**src/hw/rtl/sparse_row_product_top_n_defines.svh**
```systemverilog
// Assertion macros used by the sparse row product RTL.
`ifndef SPARSE_ROW_PRODUCT_TOP_N_DEFINES_SVH
`define SPARSE_ROW_PRODUCT_TOP_N_DEFINES_SVH
`ifndef SYNTHESIS
`define SRP_ASSERT(label, clk, rst_n, prop, msg) \
    label: assert property (@(posedge clk) disable iff (!rst_n) prop) else $error(msg);
`define SRP_ASSERT_NORST(label, clk, prop, msg) \
    label: assert property (@(posedge clk) prop) else $error(msg);
`else
`define SRP_ASSERT(label, clk, rst_n, prop, msg)
`define SRP_ASSERT_NORST(label, clk, prop, msg)
`endif
`endif

```
**src/hw/rtl/srp_pkg.sv**
```systemverilog
// ----------------------------------------------------------------------------
// srp_pkg
// Types, constants and helpers for the sparse row product block.
// ----------------------------------------------------------------------------
package srp_pkg;

    localparam int NUM_COLUMNS = 1024;
    localparam int B_ROWS      = 1024;
    localparam int B_ENTRIES   = 4096;
    localparam int TOP_MAX     = 64;

    localparam int COL_W  = $clog2(NUM_COLUMNS);
    localparam int LINK_W = $clog2(NUM_COLUMNS + 2);
    localparam int ROW_W  = $clog2(B_ROWS + 1);
    localparam int ENT_W  = $clog2(B_ENTRIES);
    localparam int TOP_W  = $clog2(TOP_MAX);
    localparam int SUM_W  = 48;
    localparam int CNT_W  = 11;

    localparam logic [LINK_W-1:0] LINK_END  = LINK_W'(NUM_COLUMNS);
    localparam logic [LINK_W-1:0] LINK_NONE = LINK_W'(NUM_COLUMNS + 1);

    localparam logic signed [SUM_W-1:0] SUM_MAX = {1'b0, {(SUM_W-1){1'b1}}};
    localparam logic signed [SUM_W-1:0] SUM_MIN = {1'b1, {(SUM_W-1){1'b0}}};

    typedef enum logic [1:0] {
        MODE_ROW_START = 2'd0,
        MODE_B_ENTRY   = 2'd1,
        MODE_A_ENTRY   = 2'd2,
        MODE_ROW_DONE  = 2'd3
    } mode_t;

    localparam logic CFG_TOP_COUNT = 1'b0;
    localparam logic CFG_FLOOR     = 1'b1;

    typedef struct packed {
        logic [1:0]         mode;
        logic [11:0]        slot;
        logic [12:0]        start_req;
        logic [9:0]         column;
        logic signed [15:0] value;
        logic               row_end;
    } in_word_t;

    typedef struct packed {
        logic [9:0]         result_column;
        logic signed [47:0] score;
        logic [5:0]         rank;
        logic               last;
        logic               none;
        logic [10:0]        above_count;
    } out_word_t;

    typedef enum logic [3:0] {
        ST_IDLE,
        ST_ROW_LO,
        ST_ROW_HI,
        ST_ENT_RD,
        ST_ENT_WAIT,
        ST_MAC,
        ST_WRITE,
        ST_FIN_RD,
        ST_FIN_WAIT,
        ST_INSERT,
        ST_EMIT_RD,
        ST_EMIT,
        ST_CLEAR
    } state_t;

    // Sequencer request to the multiply-accumulate unit.
    typedef struct packed {
        logic               mac_go;
        logic signed [15:0] a_val;
        logic signed [15:0] b_val;
        logic signed [47:0] sum_in;
    } acc_req_t;

    function automatic logic better(input logic signed [47:0] s1, input logic [COL_W-1:0] c1,
                                    input logic signed [47:0] s2, input logic [COL_W-1:0] c2);
        return (s1 > s2) || ((s1 == s2) && (c1 < c2));
    endfunction

endpackage

```
**src/hw/rtl/srp_mac.sv**
```systemverilog
// ----------------------------------------------------------------------------
// srp_mac
// Multiply-accumulate unit: registered product, then saturating add.
// ----------------------------------------------------------------------------
module srp_mac
(
    input  logic                     clk,
    input  srp_pkg::acc_req_t        req,
    output logic signed [47:0]       sum_out
);

    logic signed [31:0] prod_reg;
    logic signed [47:0] sum_in_reg;
    logic signed [48:0] wide;
    logic signed [47:0] sum_next;

    always_ff @(posedge clk)
    begin
        if (req.mac_go)
        begin
            prod_reg   <= req.a_val * req.b_val;
            sum_in_reg <= req.sum_in;
        end
    end

    always_comb
    begin
        wide = {sum_in_reg[47], sum_in_reg} + 49'(prod_reg);
        if (wide > 49'sh0_7FFF_FFFF_FFFF)
            sum_next = srp_pkg::SUM_MAX;
        else if (wide < -49'sh0_8000_0000_0000)
            sum_next = srp_pkg::SUM_MIN;
        else
            sum_next = wide[47:0];
    end

    assign sum_out = sum_next;

endmodule

```
**config.mk**
```make
export PLATFORM = sky130hd
export DESIGN_NAME = srp_mac
export DESIGN_NICKNAME = d
export VERILOG_FILES = /design/src/hw/rtl/sparse_row_product_top_n_defines.svh /design/src/hw/rtl/srp_pkg.sv /design/src/hw/rtl/srp_mac.sv
export SDC_FILE = /design/constraint.sdc
export NUM_CORES = 1
export LEC_CHECK = 0
export CAP_MARGIN = 20
export CORE_MARGIN = 2
export CORE_UTILIZATION = 45
export DETAILED_ROUTE_END_ITERATION = 6
export DONT_BUFFER_PORTS = 1
export PLACE_DENSITY = 0.71
export SKIP_LAST_GASP = 1
export SLEW_MARGIN = 20
export SYNTH_ARGS = -nofsm -noshare
export SYNTH_HDL_FRONTEND = slang
export SYNTH_SLANG_ARGS = --single-unit
export TNS_END_PERCENT = 20
```
**constraint.sdc**
```tcl
create_clock -name clk -period 11.85 [get_ports clk]
set_clock_uncertainty 0.15 [all_clocks]
set_input_delay 1.185 -clock clk [delete_from_list [all_inputs] [get_ports clk]]
set_output_delay 1.185 -clock clk [all_outputs]
set_load 0.03 [all_outputs]
```
### Word level (Yosys, flattened, before mapping)

Index checks and enable logic that the tools add are counted.

| storage, ports and cells | value |
|---|---|
| register bits | 80 |
| input bits | 82 |
| output and inout port bits | 48 |
| logic and storage cells | 8 |

| operators by class | value |
|---|---|
| add/subtract/negate cells | 1 |
| multipliers | 1 |
| magnitude comparators | 2 |
| muxes and demuxes | 2 |

Operators with widths:

| kind | count |
|---|---|
| two-way mux 48 bit | 2 |
| adder 48 x 32 -> 49 bit | 1 |
| > comparator 49 x 48 -> 1 bit (second input constant) | 1 |
| < comparator 49 x 48 -> 1 bit (second input constant) | 1 |
| multiplier 16 x 16 -> 32 bit | 1 |

### Logic depth before layout (Yosys ltp)

Gate-level depths: netlist of the first run.

| depth | value |
|---|---|
| depth after elaboration | 4 |
| depth in mapped cells | 25 |
| depth with buffers taken out | 24 |

### Least setup slack after synthesis of the first run

Ideal clock, no wire load.

| timing | value |
|---|---|
| kind | input-to-reg |
| start | input req[79] (netlist bit) |
| end | register prod_reg[31] (data pin) |
| setup time | 260 ps |
| arrival time | 6,662 ps |
| data required time | 11,440 ps |
| path slack | 4,778 ps |
| stages on the path | 20 |
| path buffers | 1 |
| path through | clkbuf_1 > nand2_1 > fa_1 > inv_1 > fa_1 > fa_1 > fa_1 > fa_1 > inv_1 > fa_1 > inv_1 > ha_1 > a21o_1 > a21oi_1 > nand3_1 > o211ai_1 > nand3b_1 > a31o_2 > a21oi_1 > xnor2_1 |

| on the way | value |
|---|---|
| cells in the longest elaborated chain, start to end | 1 |

RTL lines:

| element | RTL line | RTL |
|---|---|---|
| from (decl) | srp_mac.sv:8 | `input srp_pkg::acc_req_t req,` |
| multiplier 16 x 16 -> 32 bit | srp_mac.sv:21 | `prod_reg <= req.a_val * req.b_val;` |
| to (signal assigned) | srp_mac.sv:21 |  |
| to (decl) | srp_mac.sv:12 | `logic signed [31:0] prod_reg;` |

No other way between the ends.
A chain may end at the register's enable or synchronous reset.

### Worst setup path after layout of the first run

| timing | value |
|---|---|
| start | input req[53] (netlist bit) |
| end | register prod_reg[31] (data pin) |

The elaborated chain is that of the path after synthesis.

==> results of run 1 <==
==> Yosys cell counts, types with 3 or more instances <==
cell,number,area [um2]
nor2b_1,3,18.8
nand2b_1,10,62.6
o21a_1,15,113
or3_1,4,25.0
nand4_1,14,87.6
xor2_1,24,210
a21oi_1,91,455
o21bai_1,8,60.1
fa_1,263,5270
a211oi_1,6,45.0
nand3_1,18,90.1
inv_1,335,1260
ha_1,130,1630
maj3_1,3,30.0
or2_2,4,25.0
and3_1,4,25.0
a31oi_1,10,62.6
clkbuf_1,45,169
buf_2,6,30.0
o21ai_2,32,280
edfxtp_1,80,2400
nor2_1,54,203
buf_6,4,45.0
o211ai_1,10,75.1
and2_1,132,826
xnor2_1,56,490
nor3_1,5,25.0
nand2_1,158,593
buf_4,4,30.0
o21ai_0,37,185
a21o_1,42,315
==> cell usage in the layout, fill, tap and decap left out, types with 2 or more instances in the layout <==
master      instances
fa_1              263
clkbuf_16           9
o21ai_2            32
a2111oi_0           2
o211ai_1           10
a211oi_1            6
bufinv_16           2
a31o_2              2
nor3_1              5
o21ai_1             2
clkinvlp_4          2
xor2_1             24
and2_1            132
nand3_1            18
o21a_1             15
and3_1              4
inv_1             335
xnor2_1            56
nand2_2             2
or2_2               4
a21o_1             42
nor4_1              2
ha_1              130
a21oi_1            91
nand2_1           158
edfxtp_1           80
nor2b_1             3
o221ai_1            2
a31oi_1            10
nand3b_1            2
nor2_1             54
or3_1               4
o21ai_0            37
nand2b_1           10
nand4_1            14
o21bai_1            8
maj3_1              3
o31ai_1             2
==> cell families (layout without fill, tap and decap cells) <==
kind of cell               after synthesis  after routing
AOI/OAI and AO/OA                      278            278
xor gates and xnor gates                81             81
adders and majority gates              396            396
buffers and inverters                  397            350
DFF                                     80             80
and+or+nand+nor                        417            417
==> through the flow <==
| step | std cells | hold WS [ns] | setup slack (ns) | instance area [um2] | utilization, % |
|---|---|---|---|---|---|
| global placement | 2043 | 1.13 | 4.65 | 15800 | 46.2 |
| finish | 2057 | 0.779 | 4.90 | 16100 | 47.1 |
| global route | 2057 | 0.767 | 4.59 | 16100 | 47.1 |
| floorplan | 1649 | 1.13 | 4.78 | 15500 | - |
| CTS | 2057 | 0.765 | 4.86 | 16100 | 47.1 |
| detailed placement | 2043 | 1.13 | 4.50 | 15800 | 46.2 |
==> routing by layer <==
| layer | up-vias | global-route usage [%] | part of all wire [%] |
|---|---|---|---|
| met4 | 0 | 4.20 | 1.0 |
| met2 | 345 | 36.8 | 48 |
| met1 | 5485 | 28.7 | 44 |
| met3 | 31 | 3.45 | 7.0 |
| met5 | - | 0 | 0 |
| li1 | 5110 | - | - |
==> area by class of cell <==
class	count	area, um2
flip-flops and latches	80	2400
repair buffers	1	7.51
well taps	455	569
multi-input cells	1172	11600
clock inverters	5	83.8
fillers	3186	18200
clock buffers	9	225
inverters	335	1260
==> critical path: cells and delay by family <==
| kind | cells | cell delay, ns |
|---|---|---|
| AOI/OAI and AO/OA | 5 | 1.05 |
| buffers and inverters | 4 | 0.23 |
| adders and majority gates | 7 | 3.96 |
| xor gates and xnor gates | 1 | 0.09 |
| and+or+nand+nor | 3 | 0.36 |
==> how the worst min path moves through the flow <==
stage | from | end | slack [ns] | cells after the start
after floorplan | req[0] | sum_in_reg[0]$_DFFE_PP_ | 1.13 | 0
after global placement | req[41] | sum_in_reg[41]$_DFFE_PP_ | 1.13 | 0
after global routing | req[40] | sum_in_reg[40]$_DFFE_PP_ | 0.77 | 0
final | req[42] | sum_in_reg[42]$_DFFE_PP_ | 0.78 | 0
after CTS | req[42] | sum_in_reg[42]$_DFFE_PP_ | 0.76 | 0
after detailed placement | req[0] | sum_in_reg[0]$_DFFE_PP_ | 1.13 | 0
==> results_tabular.tex, run 1 <==
\begin{tabular}{lr}
\hline
Metric & Value \\
\hline
\multicolumn{2}{l}{\textbf{GRT}} \\
\quad First-pass GRT wire length & 61.0 mm \\
\quad Number of antenna violations at the first check in global routing & 0 \\
\quad Overall global routing resource usage & 21.4\% \\
\quad Overall overflow remaining after global route & 0 \\
\quad Via count of the first global-routing pass & 11,800 \\
\quad Largest net degree at the start of global routing & 81 \\
\multicolumn{2}{l}{\textbf{Synthesis}} \\
\quad Post-Synthesis Mean Instance Area & 9.42 um2 \\
\quad Synth Area in Simple Gates & 13.3\% \\
\quad Xor-xnor portion of the synthesized cell area & 4.61\% \\
\quad Total of flip-flops plus latches after synthesis & 80 \\
\quad Area fraction in compound gates after synthesis & 12.2\% \\
\quad Distinct cell type count after synthesis & 64 \\
\quad Post-Synthesis Net Count & 2,124 \\
\quad Post-Synth Adder-Cell Area & 44.5\% \\
\quad EDFF count, synth & 80 \\
\quad Post-synthesis cell count & 1,649 \\
\quad Netlist Area Pre-Place & 15,500 um2 \\
\quad Ys flop type & edfxtp\_1 \\
\quad Dominant combinational cell family by area after synthesis & adder cells \\
\quad Sequential element share of the synthesized area & 15.5\% \\
\quad Number of warnings reported in the yosys synthesis log & 0 \\
\quad Portion of netlist area occupied by mux cells & 0\% \\
\quad Fraction of synthesis flops using an asynchronous set or reset pin & 0\% \\
\multicolumn{2}{l}{\textbf{Timing}} \\
\quad Timing-limited maximum frequency & 0.144 GHz \\
\quad Worst slew pin tran & 1.07 ns \\
\quad Normalized max-slew margin & 28.7\% \\
\quad Tcrit/Tclk final & 58.7\% \\
\quad Final min period & 6.95 ns \\
\quad Number of failing hold endpoints at the final stage & 0 \\
\quad Final Max Tran Viols & 0 \\
\quad Unrepaired setup endpoints after global routing & no \\
\quad Final total negative setup slack & 0 ns \\
\quad Setup violations, final & 0 \\
\multicolumn{2}{l}{\textbf{Die}} \\
\quad Y dimension of the die & 190 um \\
\quad Die outline width & 190 um \\
\quad Top Ports & 130 \\
\quad Number of core rows & 68 \\
\quad Die ar. & 36,000 um2 \\
\quad Core outline area & 34,300 um2 \\
\quad Initial core utilization & 45.3\% \\
\multicolumn{2}{l}{\textbf{Layout}} \\
\quad Proportion of layout cells with a drive suffix above 1 & 4.06\% \\
\quad Max FFs per register & 48 \\
\quad Number of diodes & 0 \\
\quad Growth of design area from synthesis to finish & 3.86\% \\
\quad Final \#Nets & 2,074 \\
\multicolumn{2}{l}{\textbf{Worst hold path}} \\
\quad Path category of the worst min-delay check & input pin to flip-flop \\
\multicolumn{2}{l}{\textbf{CTS}} \\
\quad Clock transition at the registers of the reported paths & 0.06 ns \\
\quad Deepest clock path buffer count & 2 \\
\quad CTS root buffer & clkbuf\_16 \\
\quad Cts bufs inserted & 9 \\
\quad CTS tree & built \\
\quad Resize count post-CTS & 0 \\
\quad CTS H-tree depth & 3 \\
\quad Hold-fix buffers at CTS & 0 \\
\quad Clock net sink count & 80 \\
\quad Number of setup buffers added after CTS & 0 \\
\multicolumn{2}{l}{\textbf{Setup path}} \\
\quad Crit path DAT & 6.88 ns \\
\quad Required time at the endpoint of the critical path & 11.78 ns \\
\quad CP endpoint kind & flip-flop \\
\quad Critical Path Start Type & input pin \\
\quad Critical-path top delay cell & fa\_1 \\
\quad Critical path fanouts, max & 16 \\
\quad CP startpoint & req[53] \\
\quad Maximum single-stage delay on the critical path & 0.99 ns \\
\quad Worst-path cell chain & and2\_1 > inv\_1 > fa\_1 > inv\_1 > fa\_1 > fa\_1 > fa\_1 > fa\_1 > inv\_1 > fa\_1 > inv\_1 > ha\_1 > a21o\_1 > a21oi\_1 > nand3\_1 > o211ai\_1 > nand3b\_1 > a31o\_2 > a21oi\_1 > xnor2\_1 \\
\quad Crit path to & prod\_reg[31]\$\_DFFE\_PP\_ \\
\quad Crit path kind & input pin to flip-flop \\
\quad Cell with the most instances on the worst path & fa\_1 \\
\multicolumn{2}{l}{\textbf{Drt}} \\
\quad Wire length per cell & 17.8 um \\
\quad Number of design rule violations left after detail routing & 0 \\
\quad DRC violation total after the first TritonRoute iteration & 579 \\
\quad Remaining antenna violation count after routing & 0 \\
\quad Via total after detailed routing & 11,000 \\
\quad Total detailed-routing wirelength & 36.6 mm \\
\quad Detailed-route vias per instance & 5.33 \\
\quad Drt pass-1 iters & 5 \\
\multicolumn{2}{l}{\textbf{Placed design}} \\
\quad Number of input and output port buffers inserted & 0 \\
\quad Weighted congestion reported at the end of routability-driven placement & 0.924 \\
\quad Total half-perimeter wirelength after legalization and detailed placement & 29.5 mm \\
\multicolumn{2}{l}{\textbf{Outcome}} \\
\quad Outcome & finished clean \\
\multicolumn{2}{l}{\textbf{Flow run}} \\
\quad Number of max-cap violations & 0 \\
\hline
\end{tabular}
Power of run 1 is not shown: default switching activity piles up to over one toggle a cycle in this logic, so the estimate is an artifact.
==> inputs of run 2 (changes only) <==
- clock period: 11.85 -> 7.1 ns (I/O delays scaled with it)
==> run 2 against run 1 <==
Cell count grew 0.19%. Non-clock buffer count is 2 higher. Critical path depth did not move. Die area is the same. Critical endpoint unchanged.
==> results_tabular.tex, run 2 (same netlist as run 1, synthesis figures left out) <==
\begin{tabular}{lr}
\hline
Metric & Value \\
\hline
\multicolumn{2}{l}{\textbf{Layout}} \\
\quad Commonest cells after routing, fill and taps aside & inv\_1, fa\_1, nand2\_1, and2\_1, ha\_1 \\
\quad Post-layout util & 47.1\% \\
\quad Final \#Nets & 2,076 \\
\quad Number of diodes & 0 \\
\quad Most frequent standard cell in the layout excluding fill and tap cells & inv\_1 \\
\quad Growth of design area from synthesis to finish & 3.87\% \\
\quad Proportion of layout cells with a drive suffix above 1 & 4.23\% \\
\quad Final cell area excluding filler cells & 16,100 um2 \\
\quad Fillers & 3,195 \\
\quad Max FFs per register & 48 \\
\quad Non-filler instance count after layout & 2,061 \\
\multicolumn{2}{l}{\textbf{Drt}} \\
\quad Detailed-route vias per instance & 5.30 \\
\quad Remaining antenna violation count after routing & 0 \\
\quad Number of design rule violations left after detail routing & 0 \\
\quad Drt pass-1 iters & 6 \\
\quad Total detailed-routing wirelength & 37.1 mm \\
\quad Wire length per cell & 18.0 um \\
\quad DRC violation total after the first TritonRoute iteration & 606 \\
\quad Via total after detailed routing & 10,900 \\
\multicolumn{2}{l}{\textbf{CTS}} \\
\quad Clock transition at the registers of the reported paths & 0.07 ns \\
\quad CTS H-tree depth & 3 \\
\quad Resize count post-CTS & 0 \\
\quad Number of setup buffers added after CTS & 0 \\
\quad Hold-fix buffers at CTS & 0 \\
\quad CTS tree & built \\
\quad Cts bufs inserted & 9 \\
\quad Clock net sink count & 80 \\
\quad Deepest clock path buffer count & 2 \\
\quad CTS root buffer & clkbuf\_16 \\
\multicolumn{2}{l}{\textbf{Worst hold path}} \\
\quad Hold Crit Depth & 0 \\
\quad Path category of the worst min-delay check & input pin to flip-flop \\
\quad End point of the worst hold path & sum\_in\_reg[46]\$\_DFFE\_PP\_ \\
\quad Start point of the worst hold path & req[46] \\
\multicolumn{2}{l}{\textbf{Timing}} \\
\quad Tcrit/Tclk final & 90.9\% \\
\quad Unrepaired setup endpoints after global routing & no \\
\quad Setup violations, final & 0 \\
\quad Worst slew pin tran & 1.04 ns \\
\quad Timing-limited maximum frequency & 0.155 GHz \\
\quad Final total negative setup slack & 0 ns \\
\quad Final Max Tran Viols & 0 \\
\quad Normalized max-slew margin & 30.3\% \\
\quad Final min period & 6.45 ns \\
\quad Number of failing hold endpoints at the final stage & 0 \\
\multicolumn{2}{l}{\textbf{Setup path}} \\
\quad Crit path DAT & 6.39 ns \\
\quad Required time at the endpoint of the critical path & 7.04 ns \\
\quad Maximum single-stage delay on the critical path & 0.98 ns \\
\quad Critical-path top delay cell & fa\_1 \\
\quad Cell with the most instances on the worst path & fa\_1 \\
\quad Crit path kind & input pin to flip-flop \\
\quad Critical Path Start Type & input pin \\
\quad Critical path fanouts, max & 16 \\
\quad Worst-path cell chain & and2\_1 > inv\_1 > fa\_1 > inv\_1 > fa\_1 > fa\_1 > fa\_1 > fa\_1 > inv\_1 > fa\_1 > inv\_1 > ha\_1 > a21o\_1 > a21oi\_1 > nand3\_1 > o211ai\_1 > nand3b\_1 > a31o\_2 > a21oi\_1 > xnor2\_1 \\
\quad CP endpoint kind & flip-flop \\
\multicolumn{2}{l}{\textbf{GRT}} \\
\quad Number of antenna violations at the first check in global routing & 0 \\
\quad Via count of the first global-routing pass & 11,700 \\
\quad Overall overflow remaining after global route & 0 \\
\quad Overall global routing resource usage & 21.5\% \\
\quad First-pass GRT wire length & 61.0 mm \\
\quad Largest net degree at the start of global routing & 81 \\
\multicolumn{2}{l}{\textbf{Die}} \\
\quad Die outline width & 190 um \\
\quad Y dimension of the die & 190 um \\
\quad Die ar. & 36,000 um2 \\
\quad Number of core rows & 68 \\
\quad Top Ports & 130 \\
\quad Initial core utilization & 45.3\% \\
\quad Core outline area & 34,300 um2 \\
\multicolumn{2}{l}{\textbf{Placed design}} \\
\quad Cell Count Post-Placement & 2,045 \\
\quad Placement-stage cell area & 15,800 um2 \\
\quad Weighted congestion reported at the end of routability-driven placement & 0.928 \\
\quad Total half-perimeter wirelength after legalization and detailed placement & 29.7 mm \\
\quad Number of input and output port buffers inserted & 0 \\
\multicolumn{2}{l}{\textbf{Flow run}} \\
\quad Number of max-cap violations & 0 \\
\multicolumn{2}{l}{\textbf{Outcome}} \\
\quad Outcome & finished clean \\
\hline
\end{tabular}
[run 2: cell types whose count changed in the layout (fill, tap and decap cells not counted)]
cell,delta
buf_4,+2
clkinv_1,+1
bufinv_16,-1
clkinv_4,-1
inv_6,+1
clkinv_2,+1
clkinvlp_4,+1
[run 2: layer usage]
metal / routed length, um / up-vias / track usage [%]
met5: 0 / - / 0
met4: 535 / 0 / 4.26
met3: 2690 / 41 / 4.46
met2: 17500 / 352 / 36.5
met1: 16400 / 5423 / 28.6
li1: - / 5113 / -
[run 2: how the worst max path moves through the flow]
stage / startpoint / endpoint / slack (ns) / depth (start not counted)
after global placement: req[53] / prod_reg[31]$_DFFE_PP_ / 0.37 / 20
after CTS: req[53] / prod_reg[31]$_DFFE_PP_ / 0.63 / 20
final: req[53] / prod_reg[31]$_DFFE_PP_ / 0.65 / 20
after floorplan: req[79] / prod_reg[31]$_DFFE_PP_ / 0.50 / 20
after detailed placement: req[53] / prod_reg[31]$_DFFE_PP_ / 0.26 / 20
after global routing: req[79] / prod_reg[31]$_DFFE_PP_ / 0.37 / 19
[run 2: final cells by class]
cell class,count,area [um2],share of cell area (%)
clock buffers,9,225,1.40
clock inverters,7,70.1,0.434
inverters,335,1260,7.79
multi-input cells,1172,11600,71.8
flip-flops and latches,80,2400,14.9
well taps,455,569,3.53
repair buffers,3,22.5,0.140
[run 2: metrics by stage]
step / hold slack, ns / setup WS (ns)
finish: 0.291 / 0.647
floorplan: 0.659 / 0.503
global placement: 0.659 / 0.367
detailed placement: 0.659 / 0.257
global route: 0.279 / 0.369
CTS: 0.277 / 0.635
[run 2: worst max-delay path, delay by kind of cell]
family | cells | cell delay [ns]
AOI/OAI and AO/OA | 5 | 1.05
buffers and inverters | 4 | 0.22
and+or+nand+nor | 3 | 0.37
adders and majority gates | 7 | 3.94
xor gates and xnor gates | 1 | 0.09
Power of run 2 is left out for the same reason.
